$ cat src/hdl/rvx_pkg.sv
`default_nettype none
// ----------------------------------------------------------------------------
// rvx_pkg: shared types and codes
// Opcodes, decoded instruction record and result record for the RV32IM unit.
// ----------------------------------------------------------------------------
package rvx_pkg;

  localparam logic [6:0] OpReg    = 7'h33;
  localparam logic [6:0] OpImm    = 7'h13;
  localparam logic [6:0] OpLoad   = 7'h03;
  localparam logic [6:0] OpStore  = 7'h23;
  localparam logic [6:0] OpBranch = 7'h63;
  localparam logic [6:0] OpJal    = 7'h6F;
  localparam logic [6:0] OpJalr   = 7'h67;
  localparam logic [6:0] OpLui    = 7'h37;
  localparam logic [6:0] OpAuipc  = 7'h17;

  localparam logic [6:0] F7Mul = 7'h01;
  localparam logic [6:0] F7Alt = 7'h20;

  localparam int unsigned QueueDepth = 2;

  typedef enum logic [3:0] {
    K_ALU, K_MUL, K_DIV, K_LOAD, K_STORE, K_BRANCH, K_JAL, K_JALR, K_LUI, K_AUIPC,
    K_ILL
  } kind_e;

  // decoded request handed from front to back
  typedef struct packed {
    kind_e       kind;
    logic [2:0]  f3;
    logic        alt;
    logic [4:0]  rd;
    logic [31:0] a;
    logic [31:0] b;     // second operand (register or immediate)
    logic [31:0] rs2;
    logic [31:0] imm;
    logic [31:0] pc;
  } dec_t;

  typedef struct packed {
    logic [31:0] result_value;
    logic [4:0]  dest_index;
    logic        write_enable;
    logic        mem_load;
    logic        mem_store;
    logic [2:0]  mem_width;
    logic        redirect;
    logic [31:0] next_target;
    logic        illegal;
    logic        bad_offset;
  } res_t;

endpackage
`default_nettype wire

$ cat src/hdl/rv32im_decode_execute.sv
`default_nettype none
// ----------------------------------------------------------------------------
// rv32im_decode_execute: RV32IM decode and execute unit
// Decode front end, request queue and pipelined execute back end.
// ----------------------------------------------------------------------------
// One request per cycle is accepted while the result stream is not stalled, for
// every instruction except divides and remainders; a result passes through the
// queue entry, stage 1 and the output register in that order. A divide or
// remainder holds stage 1 while the iterative radix-2 divider forms 32 quotient
// bits, and later requests wait behind it; the two-entry queue between decode
// and execute lets the front keep taking requests while the back waits.
// Multiplies use 16x16 partial products over two stages at full rate.
module rv32im_decode_execute #(
  parameter int unsigned QueueDepth = rvx_pkg::QueueDepth
) (
  input  wire logic         clk_i,
  input  wire logic         rst_ni,
  input  wire logic         s_axis_tvalid,
  output logic              s_axis_tready,
  // instr_word[31:0], src1_value[63:32], src2_value[95:64], instr_addr[127:96]
  input  wire logic [127:0] s_axis_tdata,
  output logic              m_axis_tvalid,
  input  wire logic         m_axis_tready,
  // result_value[31:0], dest_index[36:32], write_enable[37], mem_load[38],
  // mem_store[39], mem_width[42:40], redirect[43], next_target[75:44],
  // illegal[76], bad_offset[77], zeros[79:78]
  output logic [79:0]       m_axis_tdata
);
  import rvx_pkg::*;

  dec_t dec, q_data;
  res_t res;
  logic q_valid, q_ready;

  // classify the incoming request
  rvx_decode u_dec (
    .iw_i(s_axis_tdata[31:0]), .a_i(s_axis_tdata[63:32]),
    .b_i(s_axis_tdata[95:64]), .pc_i(s_axis_tdata[127:96]), .dec_o(dec)
  );

  // decouple front and back
  rvx_queue #(.Depth(QueueDepth)) u_q (
    .clk_i, .rst_ni, .in_valid_i(s_axis_tvalid), .in_ready_o(s_axis_tready),
    .in_data_i(dec), .out_valid_o(q_valid), .out_ready_i(q_ready), .out_data_o(q_data)
  );

  // execute and hold the result until taken
  rvx_execute u_ex (
    .clk_i, .rst_ni, .in_valid_i(q_valid), .in_ready_o(q_ready), .in_data_i(q_data),
    .out_valid_o(m_axis_tvalid), .out_ready_i(m_axis_tready), .out_data_o(res)
  );

  assign m_axis_tdata = {2'b00, res.bad_offset, res.illegal, res.next_target,
                         res.redirect, res.mem_width, res.mem_store, res.mem_load,
                         res.write_enable, res.dest_index, res.result_value};

  // a stalled result must hold
  a_hold: assert property (@(posedge clk_i) disable iff (!rst_ni)
    m_axis_tvalid && !m_axis_tready |=> m_axis_tvalid && $stable(m_axis_tdata))
    else $error("result changed while stalled");
  // redirect never comes with a bad offset
  a_red: assert property (@(posedge clk_i) disable iff (!rst_ni)
    m_axis_tvalid |-> !(m_axis_tdata[43] && m_axis_tdata[77]))
    else $error("redirect with bad offset");
  // write enable implies nonzero destination
  a_we: assert property (@(posedge clk_i) disable iff (!rst_ni)
    m_axis_tvalid && m_axis_tdata[37] |-> m_axis_tdata[36:32] != 5'd0)
    else $error("write to x0");
endmodule
`default_nettype wire

$ cat src/hdl/rvx_decode.sv
`default_nettype none
// ----------------------------------------------------------------------------
// rvx_decode: front end
// Classify the instruction and form its immediate and operands.
// ----------------------------------------------------------------------------
module rvx_decode (
  input  wire logic [31:0]   iw_i,
  input  wire logic [31:0]   a_i,
  input  wire logic [31:0]   b_i,
  input  wire logic [31:0]   pc_i,
  output rvx_pkg::dec_t      dec_o
);
  import rvx_pkg::*;

  logic [6:0]  op, f7;
  logic [31:0] imm_i, imm_s, imm_b, imm_u, imm_j;

  always_comb begin
    op    = iw_i[6:0];
    f7    = iw_i[31:25];
    imm_i = {{20{iw_i[31]}}, iw_i[31:20]};
    imm_s = {{20{iw_i[31]}}, iw_i[31:25], iw_i[11:7]};
    imm_b = {{19{iw_i[31]}}, iw_i[31], iw_i[7], iw_i[30:25], iw_i[11:8], 1'b0};
    imm_u = {iw_i[31:12], 12'h000};
    imm_j = {{11{iw_i[31]}}, iw_i[31], iw_i[19:12], iw_i[20], iw_i[30:21], 1'b0};
    dec_o      = '0;
    dec_o.f3   = iw_i[14:12];
    dec_o.rd   = iw_i[11:7];
    dec_o.a    = a_i;
    dec_o.rs2  = b_i;
    dec_o.pc   = pc_i;
    dec_o.b    = imm_i;
    dec_o.imm  = imm_i;
    case (op)
      OpReg: begin
        dec_o.b   = b_i;
        dec_o.alt = (f7 == F7Alt) && (iw_i[14:12] == 3'd0 || iw_i[14:12] == 3'd5);
        if (f7 == F7Mul) dec_o.kind = iw_i[14] ? K_DIV : K_MUL;
        else dec_o.kind = K_ALU;
      end
      OpImm: begin
        dec_o.kind = K_ALU;
        dec_o.alt  = (iw_i[14:12] == 3'd5) && iw_i[30];
      end
      OpLoad:   dec_o.kind = K_LOAD;
      OpStore: begin dec_o.kind = K_STORE; dec_o.imm = imm_s; end
      OpBranch: begin dec_o.kind = K_BRANCH; dec_o.imm = imm_b; end
      OpJal:    begin dec_o.kind = K_JAL; dec_o.imm = imm_j; end
      OpJalr:   dec_o.kind = K_JALR;
      OpLui:    begin dec_o.kind = K_LUI; dec_o.imm = imm_u; end
      OpAuipc:  begin dec_o.kind = K_AUIPC; dec_o.imm = imm_u; end
      default:  dec_o.kind = K_ILL;
    endcase
  end
endmodule
`default_nettype wire

$ cat src/hdl/rvx_queue.sv
`default_nettype none
// ----------------------------------------------------------------------------
// rvx_queue: decoupling queue
// Small register FIFO between front and back; full throughput.
// ----------------------------------------------------------------------------
module rvx_queue #(
  parameter int unsigned Depth = rvx_pkg::QueueDepth
) (
  input  wire logic          clk_i,
  input  wire logic          rst_ni,
  input  wire logic          in_valid_i,
  output logic               in_ready_o,
  input  wire rvx_pkg::dec_t in_data_i,
  output logic               out_valid_o,
  input  wire logic          out_ready_i,
  output rvx_pkg::dec_t      out_data_o
);
  import rvx_pkg::*;
  localparam int unsigned Aw = (Depth > 1) ? $clog2(Depth) : 1;

  dec_t            mem_q [Depth];
  logic [Aw-1:0]   wp_q, rp_q;
  logic [Aw:0]     cnt_q;
  logic            push, pop;

  assign in_ready_o  = (cnt_q != (Aw+1)'(Depth)) || out_ready_i;
  assign out_valid_o = cnt_q != '0;
  assign out_data_o  = mem_q[rp_q];
  assign push = in_valid_i && in_ready_o;
  assign pop  = out_valid_o && out_ready_i;

  always_ff @(posedge clk_i or negedge rst_ni) begin
    if (!rst_ni) begin
      wp_q <= '0; rp_q <= '0; cnt_q <= '0;
    end else begin
      if (push) wp_q <= (wp_q == Aw'(Depth - 1)) ? '0 : wp_q + 1'b1;
      if (pop)  rp_q <= (rp_q == Aw'(Depth - 1)) ? '0 : rp_q + 1'b1;
      cnt_q <= cnt_q + (Aw+1)'(push) - (Aw+1)'(pop);
    end
  end

  always_ff @(posedge clk_i) begin
    if (push) mem_q[wp_q] <= in_data_i;
  end
endmodule
`default_nettype wire

$ cat src/hdl/rvx_execute.sv
`default_nettype none
// ----------------------------------------------------------------------------
// rvx_execute: back end
// Two-stage execute pipeline. Stage 1 computes ALU, branch, address and the
// four partial products; stage 2 sums products; the divider runs as its own
// iterative unit, so a divide holds stage 1 until its quotient is ready.
// ----------------------------------------------------------------------------
module rvx_execute (
  input  wire logic          clk_i,
  input  wire logic          rst_ni,
  input  wire logic          in_valid_i,
  output logic               in_ready_o,
  input  wire rvx_pkg::dec_t in_data_i,
  output logic               out_valid_o,
  input  wire logic          out_ready_i,
  output rvx_pkg::res_t      out_data_o
);
  import rvx_pkg::*;

  // ---- stage 1: simple ops and partial products ----
  dec_t        d;
  res_t        r1;
  logic        lt_s, lt_u, cond, bad;
  logic [31:0] sum, sh_sra;
  logic [32:0] ma, mb;       // sign/zero extended multiplier operands
  logic        is_mul, is_div;

  always_comb begin
    d    = in_data_i;
    lt_s = $signed(d.a) < $signed(d.b);
    lt_u = d.a < d.b;
    sh_sra = 32'($signed(d.a) >>> d.b[4:0]);
    sum  = d.a + d.imm;
    r1   = '0;
    cond = 1'b0;
    bad  = 1'b0;
    is_mul = d.kind == K_MUL;
    is_div = d.kind == K_DIV;
    ma = {(d.f3 == 3'd1 || d.f3 == 3'd2) && d.a[31], d.a};
    mb = {(d.f3 == 3'd1) && d.rs2[31], d.rs2};
    case (d.kind)
      K_ALU, K_MUL, K_DIV: begin
        r1.write_enable = d.rd != '0;
        r1.dest_index   = d.rd;
        case (d.f3)
          3'd0: r1.result_value = d.alt ? d.a - d.b : d.a + d.b;
          3'd1: r1.result_value = d.a << d.b[4:0];
          3'd2: r1.result_value = {31'd0, lt_s};
          3'd3: r1.result_value = {31'd0, lt_u};
          3'd4: r1.result_value = d.a ^ d.b;
          3'd5: r1.result_value = d.alt ? sh_sra : d.a >> d.b[4:0];
          3'd6: r1.result_value = d.a | d.b;
          default: r1.result_value = d.a & d.b;
        endcase
      end
      K_LOAD: begin
        r1.write_enable = d.rd != '0; r1.dest_index = d.rd;
        r1.mem_load = 1'b1; r1.mem_width = d.f3; r1.result_value = sum;
      end
      K_STORE: begin
        r1.mem_store = 1'b1; r1.mem_width = d.f3; r1.result_value = sum;
      end
      K_BRANCH: begin
        bad = d.imm[1:0] != 2'b00;
        case (d.f3)
          3'd0: cond = d.a == d.rs2;
          3'd1: cond = d.a != d.rs2;
          3'd4: cond = $signed(d.a) < $signed(d.rs2);
          3'd5: cond = !($signed(d.a) < $signed(d.rs2));
          3'd6: cond = d.a < d.rs2;
          3'd7: cond = d.a >= d.rs2;
          default: cond = 1'b0;
        endcase
        r1.bad_offset  = bad;
        r1.redirect    = !bad && cond;
        r1.next_target = (!bad && cond) ? d.pc + d.imm : '0;
      end
      K_JAL, K_JALR: begin
        bad = d.imm[1:0] != 2'b00;
        r1.write_enable = d.rd != '0; r1.dest_index = d.rd;
        r1.result_value = d.pc + 32'd4;
        r1.bad_offset   = bad;
        r1.redirect     = !bad;
        if (!bad) r1.next_target = (d.kind == K_JAL) ? d.pc + d.imm : {sum[31:1], 1'b0};
      end
      K_LUI: begin
        r1.write_enable = d.rd != '0; r1.dest_index = d.rd; r1.result_value = d.imm;
      end
      K_AUIPC: begin
        r1.write_enable = d.rd != '0; r1.dest_index = d.rd;
        r1.result_value = d.pc + d.imm;
      end
      default: r1.illegal = 1'b1;
    endcase
  end

  // ---- divider: radix-2 restoring, one quotient bit per cycle ----
  logic        dv_busy_q, dv_done_q;
  logic [5:0]  dv_cnt_q;
  logic [31:0] dv_quo_q, dv_rem_q, dv_den_q;
  logic        dv_negq_q, dv_negr_q, dv_rem_sel_q, dv_zero_q;
  logic [31:0] dv_a_q;
  logic [33:0] dv_trial;
  logic [31:0] dv_res;
  logic        dv_start, dv_sgn;
  logic [31:0] dv_abs_a, dv_abs_b;

  // ---- pipeline registers ----
  logic        v1_q, v2_q;
  res_t        r1_q, r2_q, r2_d;
  logic        m1_q, dvw_q, mhi_q;
  logic [31:0] pp_ll_q, pp_lh_q, pp_hl_q, pp_hh_q;
  logic [32:0] pa_q, pb_q;
  logic        adv2, adv1, hold1;
  logic [65:0] prod;
  logic [31:0] mul_res;

  assign dv_sgn   = !in_data_i.f3[0];
  assign dv_abs_a = (dv_sgn && in_data_i.a[31]) ? -in_data_i.a : in_data_i.a;
  assign dv_abs_b = (dv_sgn && in_data_i.rs2[31]) ? -in_data_i.rs2 : in_data_i.rs2;
  // shifted remainder can reach 33 bits, so compare with one bit to spare
  assign dv_trial = {1'b0, dv_rem_q, dv_quo_q[31]} - {2'b00, dv_den_q};

  always_comb begin
    if (dv_zero_q) dv_res = dv_rem_sel_q ? dv_a_q : 32'hFFFF_FFFF;
    else if (dv_rem_sel_q) dv_res = dv_negr_q ? -dv_rem_q : dv_rem_q;
    else dv_res = dv_negq_q ? -dv_quo_q : dv_quo_q;
  end

  // full product from the four registered partial products plus sign terms
  always_comb begin
    prod = {34'd0, pp_ll_q} + ({34'd0, pp_lh_q} << 16) + ({34'd0, pp_hl_q} << 16)
         + ({34'd0, pp_hh_q} << 32)
         - (pa_q[32] ? ({34'd0, pb_q[31:0]} << 32) : 66'd0)
         - (pb_q[32] ? ({34'd0, pa_q[31:0]} << 32) : 66'd0)
         + ((pa_q[32] && pb_q[32]) ? (66'd1 << 64) : 66'd0);
    mul_res = mhi_q ? prod[63:32] : prod[31:0];
  end

  always_comb begin
    r2_d = r1_q;
    if (m1_q) r2_d.result_value = mul_res;
    if (dvw_q) r2_d.result_value = dv_res;
  end

  // stage 2 frees when output empty or taken; stage 1 waits on a divide
  assign adv2  = !v2_q || out_ready_i;
  assign hold1 = v1_q && dvw_q && !dv_done_q;
  assign adv1  = adv2 && !hold1;
  assign in_ready_o = adv1 || !v1_q;
  assign dv_start = in_valid_i && in_ready_o && is_div;

  always_ff @(posedge clk_i or negedge rst_ni) begin
    if (!rst_ni) begin
      v1_q <= 1'b0; v2_q <= 1'b0; dv_busy_q <= 1'b0; dv_done_q <= 1'b0;
      dv_cnt_q <= '0;
    end else begin
      if (in_ready_o) v1_q <= in_valid_i;
      if (adv2) v2_q <= v1_q && !hold1;
      if (dv_start) begin
        dv_busy_q <= 1'b1; dv_done_q <= 1'b0; dv_cnt_q <= 6'd32;
      end else if (dv_busy_q) begin
        dv_cnt_q <= dv_cnt_q - 6'd1;
        if (dv_cnt_q == 6'd1) begin dv_busy_q <= 1'b0; dv_done_q <= 1'b1; end
      end else if (adv1) begin
        dv_done_q <= 1'b0;
      end
    end
  end

  always_ff @(posedge clk_i) begin
    if (dv_start) begin
      dv_quo_q     <= dv_abs_a;
      dv_rem_q     <= '0;
      dv_den_q     <= dv_abs_b;
      dv_a_q       <= in_data_i.a;
      dv_zero_q    <= in_data_i.rs2 == '0;
      dv_rem_sel_q <= in_data_i.f3[1];
      dv_negq_q    <= dv_sgn && (in_data_i.a[31] ^ in_data_i.rs2[31]);
      dv_negr_q    <= dv_sgn && in_data_i.a[31];
    end else if (dv_busy_q) begin
      if (!dv_trial[33]) begin
        dv_rem_q <= dv_trial[31:0];
        dv_quo_q <= {dv_quo_q[30:0], 1'b1};
      end else begin
        dv_rem_q <= {dv_rem_q[30:0], dv_quo_q[31]};
        dv_quo_q <= {dv_quo_q[30:0], 1'b0};
      end
    end
    if (in_ready_o) begin
      r1_q    <= r1;
      m1_q    <= is_mul;
      dvw_q   <= is_div;
      mhi_q   <= d.f3 != 3'd0;
      pp_ll_q <= 32'(ma[15:0] * mb[15:0]);
      pp_lh_q <= 32'(ma[15:0] * mb[31:16]);
      pp_hl_q <= 32'(ma[31:16] * mb[15:0]);
      pp_hh_q <= 32'(ma[31:16] * mb[31:16]);
      pa_q    <= ma;
      pb_q    <= mb;
    end
    if (adv2 && v1_q && !hold1) r2_q <= r2_d;
  end

  assign out_valid_o = v2_q;
  assign out_data_o  = r2_q;
endmodule
`default_nettype wire

$ cat config.mk
export PLATFORM = sky130hd
export DESIGN_NAME = rv32im_decode_execute
export DESIGN_NICKNAME = d
export VERILOG_FILES = /design/src/hdl/rvx_pkg.sv /design/src/hdl/rv32im_decode_execute.sv /design/src/hdl/rvx_decode.sv /design/src/hdl/rvx_queue.sv /design/src/hdl/rvx_execute.sv
export SDC_FILE = /design/constraint.sdc
export NUM_CORES = 2
export LEC_CHECK = 0
export BUFFER_PORTS_ARGS = -buffer_cell sky130_fd_sc_hd__clkbuf_2
export CORE_ASPECT_RATIO = 0.9
export CORE_MARGIN = 8
export CORE_UTILIZATION = 55
export DETAILED_ROUTE_END_ITERATION = 6
export PLACE_DENSITY = 0.74
export REMOVE_ABC_BUFFERS = 1
export SLEW_MARGIN = 30
export SYNTH_ARGS = -nofsm -noshare
export SYNTH_HDL_FRONTEND = slang
export SYNTH_SLANG_ARGS = --single-unit
$ cat constraint.sdc
create_clock -name clk_i -period 16 [get_ports clk_i]
set_input_delay 2.4 -clock clk_i [delete_from_list [all_inputs] [get_ports clk_i]]
set_output_delay 2.4 -clock clk_i [all_outputs]
set_load 0.01 [all_outputs]
---- After elaboration in Yosys (flattened, before gate mapping) ----
Memories as Yosys holds them, arrays and structs flattened.
Index checks and enable logic that the tools add are counted.
operators by class
  mux-type cells .......................... 48
  shift operators ......................... 3
  order comparisons ....................... 5
  add/subtract/negate cells ............... 21
  multipliers ............................. 4
  equal/unequal tests ..................... 33
  reduce and logical (&&, ||, !) cells .... 47
  bitwise gates (word level) .............. 4
operators by type and width
  cell                                                             count
  32-bit 2-to-1 mux                                                19
  32-bit case mux with 7 select lines                              1
  32-bit case mux with 5 select lines                              1
  32-bit < comparator                                              4
  16-bit by 16-bit multiplier with 32-bit output                   4
  64-bit 2-to-1 mux                                                2
  32-bit negator                                                   4
  64-bit subtractor                                                2
  31-bit case mux with 4 select lines                              1
  32-bit adder                                                     3
  33-bit case mux with 2 select lines                              1
  64-bit by 48-bit adder with 64-bit output                        1
  64-bit adder                                                     1
  64-bit adder, second input constant                              1
  32-bit by 48-bit adder with 49-bit output                        1
  4-bit case mux with 9 select lines                               1
  33-bit by 32-bit subtractor with 34-bit output                   1
  32-bit by 3-bit adder with 32-bit output, second input constant  1
  32-bit bitwise AND                                               1
  32-bit == test                                                   1
  32-bit greater-or-equal comparator                               1
  32-bit logical NOT                                               1
  32-bit inequality test                                           1
  32-bit bitwise OR                                                1
  44 further kinds                                                 110
word-level totals
  logic and storage cells ................. 211
  bits in writable memories ............... 346
  bits in registers ....................... 499
  output and inout port bits .............. 82
  memories kept ........................... 1
  input port bits ......................... 132
memory list
  memory     words  width  read ports  clocked after memory_dff  wr ports  RTL line         text
  u_q.mem_q  2      173    1           0                         1         rvx_queue.sv:21  dec_t mem_q [Depth];

---- Longest topological paths before layout ----
  depth in word-level cells ............... 9
  gate-level depth with buffers ........... 36
  mapped depth without buffers ............ 31

---- Hierarchy ----
From an unflattened synthesis, not the netlist that was laid out.
second synthesis, totals
  cell total of the unflattened synthesis .. 9282
  area total of the unflattened synthesis .. 89077.9 um^2
by module, submodules not included
  module                 sequential area each (um^2)  area each (um^2)  cells each  times used
  rvx_execute            14493.9                      74627.8           8496        1
  rvx_queue              10490.1                      12776.0           559         1
  rvx_decode             0.0                          1655.3            224         1
  rv32im_decode_execute  0.0                          18.8              3           1

---- Worst setup path after synthesis ----
No wires, ideal clock.
  path kind ............................... input port to flip-flop
  from .................................... in m_axis_tready
  to ...................................... mem u_q.mem_q[0][0] (netlist bit), enable pin
  path buffers ............................ 0
  setup slack ............................. -2.218 ns
  data arrival time ....................... 17.510 ns
  setup time .............................. 0.709 ns
  required time ........................... 15.291 ns
  cell stages on the path ................. 6
  cells stage by stage .................... nor2b_1 a21oi_1 nand2b_1 or3b_2 nand2_1 nor2_1
on the way
  longest elaborated chain between the ends .. 7
RTL lines
  what                                    RTL line                     text
  from (decl)                             rv32im_decode_execute.sv:23  input wire logic m_axis_tready,
  1-bit logical OR                        rvx_execute.sv:147           assign adv2 = !v2_q || out_ready_i;
  1-bit logical AND                       rvx_execute.sv:149           assign adv1 = adv2 && !hold1;
  1-bit logical OR                        rvx_execute.sv:150           assign in_ready_o = adv1 || !v1_q;
  1-bit logical OR                        rvx_queue.sv:26              assign in_ready_o = (cnt_q != (Aw+1)'(Depth)) || out_ready_i;
  net s_axis_tready                       rv32im_decode_execute.sv:19  output logic s_axis_tready,
  1-bit logical AND                       rvx_queue.sv:29              assign push = in_valid_i && in_ready_o;
  1-bit 2-to-1 mux                        rvx_queue.sv:43              if (push) mem_q[wp_q] <= in_data_i;
  1-bit 2-to-1 mux (implied by the code)  rvx_queue.sv:43
  to (decl)                               rvx_queue.sv:21
The timed path passes the listed nets, and every way through them passes these cells.

---- Worst setup path in the final report ----
  from .................................... reg u_q.rp_q
  to ...................................... reg u_ex.pp_hh_q[31] (data pin)
on the way
  longest elaborated chain between the ends .. 2
RTL lines
  what                                            RTL line            text
  from (decl)                                     rvx_queue.sv:22     logic [Aw-1:0] wp_q, rp_q;
  from (signal assigned)                          rvx_queue.sv:37     if (pop) rp_q <= (rp_q == Aw'(Depth - 1)) ? '0 : rp_q + 1'b1;
  memory 2 x 173 bit                              -
  16-bit by 16-bit multiplier with 32-bit output  rvx_execute.sv:198  pp_hh_q <= 32'(ma[31:16] * mb[31:16]);
  to (signal assigned)                            rvx_execute.sv:198
  to (decl)                                       rvx_execute.sv:112  logic [31:0] pp_ll_q, pp_lh_q, pp_hl_q, pp_hh_q;
Every way passes these cells.
A chain may end at the register's enable or synchronous reset.

==> impl_metrics.toml <==
[placed_design]
hpwl_mm = 271
port-buffer-count = 211
gp_congestion = 1.04

[timing]
finalSetupViolCount = 0
worstMarginPinSlew_ps = 1170
slew_violations = 0
post-route-period-util_pct = 62.2
period_minus_slack_ps = 9950
slew_headroom_pct = 21.7
whs_ps = 415
hold_viol = 0
fin_skew_ps = 52.1
clock.fmax_mhz = 101
rsz0062_at_grt = "false"

[clock_tree]
post_cts_buffers = 0
path_clk_slew_ps = 60
cts-resized-gates = 0
ctsRootBufferMaster = "clkbuf_16"
postCtsHoldBufs = 0
htreeDepth = 3
clock_latency_ps = 760
clockBufferDepth = 3
clock_sinks = 845
numCtsBuffers = 91
cts_tree = "yes"

[cells_and_area]
multi_input_area_um2 = 58200
seqCellArea_um2 = 25000
fill_cells = 13800
nets = 11300
drive_above_1_share_pct = 8.71
area_growth_pct = 7.93

[drt]
via_per_inst = 6.46
detail-route-antenna-nets = 0
routed-via-count = 75600
drc = 0
totalWireLength_mm = 355
wire_per_inst_um = 30.3
drt_iter0_drc = 10900
first_pass_iters = 7

[yosys]
synth.area.mux_share_pct = 3.51
synth-seq-area-share_pct = 27.9
synth_top_area_share_pct = 26.8
synth_cell_types = 103
synth_common_cells = "inv_1, nand2_1, fa_1"
synth-edff-count = 799
avgSynthCellArea_um2 = 9.48
synth_compound_gate_area_share_pct = 13.8
synth-simple-area-share_pct = 12.0
yosys.area_share.xor_xnor_pct = 4.50
postSynthCellCount = 9451
yosysMostFrequentCell = "inv_1"
ys.warnings.count = 0
ys_top_cells_by_area = "edfxtp_1, fa_1, ha_1"
synth_area_um2 = 89600
yosys.area_share.adder_pct = 30.5
synthFlopType = "edfxtp_1"
synth_largest_area_cell = "edfxtp_1"
synthArstFlopShare_pct = 1.66
synth_top_family_by_area = "adder cells"
ys_ff_latch = 845

[global_route]
antenna_found_initial = 37
grt_usage_pct = 39.3
grt_pass1_wl_mm = 504
grt_pass1_vias = 73500
gr-total-overflow = 0
grt_max_degree = 145

[worst_setup_path]
crit_type = "flop to flop"
crit_top_cell = "fa_1"
crit_path_max_incr_delay_ps = 770
worst_ep_required_time_ps = 16460
cp-start-kind = "flop"
cp_slowest_cell = "clkinv_1"
path_max_fanout = 33
worstSetupEndpointType = "flop"
arrival_ps = 10410

[floorplan]
dieArea_um2 = 176000
rows = 140
io_pins = 214
core_area_um2 = 162000
die_y_um = 399
die_w_um = 441
start_util_pct = 55.4

[min_path]
hp-class = "flop to flop"

[run_status]
status = "finished clean"

[job]
drv_cap = 0
[registers in the layout (all words and copies together) (netlist names), 2 cells and up]
name	count
u_ex.out_data_o	78
u_ex.dv_den_q	32
u_ex.pp_ll_q	32
u_ex.pp_hh_q	32
u_ex.dv_a_q	32
u_ex.pa_q	33
u_ex.dv_cnt_q	6
u_ex.r1_q	78
u_ex.pb_q	33
u_ex.dv_rem_q	32
u_ex.pp_hl_q	32
u_q.mem_q	346
u_ex.dv_quo_q	32
u_q.cnt_q	2
u_ex.pp_lh_q	32
[layer usage]
| metal | share of wire [%] | vias up | track usage [%] |
|---|---|---|---|
| li1 | - | 32100 | - |
| met1 | 39 | 37200 | 53.4 |
| met2 | 40 | 5197 | 54.6 |
| met3 | 15 | 1131 | 14.3 |
| met4 | 6.5 | 16 | 20.8 |
| met5 | 0.052 | - | 0.222 |
[worst max-delay path: cells and delay by family (launching register included)]
kind	cells	cell delay, ps
AO/OA/AOI/OAI	8	1860
buffers and inverters	9	2880
adder cells (fa/ha/maj)	7	3090
multiplexers	1	270
AND/OR/NAND/NOR	2	570
flip-flops	1	730
XOR/XNOR	1	120
[per-stage QoR]
step	setup TNS, ps	setup slack, ps	std cells	area (um^2)	util (%)
floorplan	-384860	-2220	8980	87700	-
global placement	0	6410	11500	93400	57.7
detailed placement	0	6200	11500	93400	57.7
CTS	0	6200	11700	96600	59.7
global route	0	5690	11700	96700	59.7
finish	0	6050	11700	96700	59.8
[final timing paths]
path / from / to / slack [ps] / cells past startpoint
setup / recovery: u_q.rp_q / u_ex.pp_hh_q[31] / 6050 / 28
hold / removal: u_ex.r1_q[25] / u_ex.out_data_o[25] / 410 / 0
setup reg to reg: u_q.rp_q / u_ex.pp_hh_q[31] / 6050 / 28
hold reg to reg: u_ex.r1_q[25] / u_ex.out_data_o[25] / 410 / 0
max in group asynchronous: rst_ni / u_q.rp_q / 14080 / 1
min in group asynchronous: rst_ni / u_ex.dv_cnt_q[3] / 1560 / 1
[kinds of logic after synthesis]
| logic type | Yosys count |
|---|---|
| AO/OA/AOI/OAI | 1883 |
| XOR/XNOR | 460 |
| adder cells (fa/ha/maj) | 1679 |
| buffers and inverters | 1814 |
| flip-flops | 845 |
| multiplexers | 290 |
| other | 1 |
| AND/OR/NAND/NOR | 2479 |
[layout by cell type (no fill, tap or decap), types with 34 or more instances in the layout]
master / n
a211oi_1: 67
a21o_1: 209
a21oi_1: 499
a221oi_1: 45
a31oi_1: 64
and2_1: 48
and3_1: 40
buf_4: 201
clkbuf_16: 93
clkbuf_2: 211
edfxtp_1: 799
fa_1: 845
ha_1: 834
inv_1: 1300
mux2_2: 70
mux2i_1: 155
mux2i_2: 34
nand2_1: 1084
nand2b_1: 63
nand3_1: 115
nand4_1: 49
nor2_1: 749
nor2b_1: 69
nor3_1: 100
o211ai_1: 77
o21a_1: 54
o21ai_0: 381
o21bai_1: 55
o221ai_1: 34
o22ai_1: 50
o31ai_1: 53
xnor2_1: 305
xor2_1: 150
[final cells by class]
cell class / instances / share of cell area [%]
clock buffer: 106 / 2.46
multi-input combinational: 6793 / 60.2
inverter: 1342 / 5.21
antenna: 17 / 0.0440
sequential: 845 / 25.8
tap: 2130 / 2.76
clock inverter: 66 / 0.789
timing repair buffer: 416 / 2.75
Power is left out: the tool's default activity adds up to more than one toggle a clock period on the data nets, which glitch-free logic cannot reach.
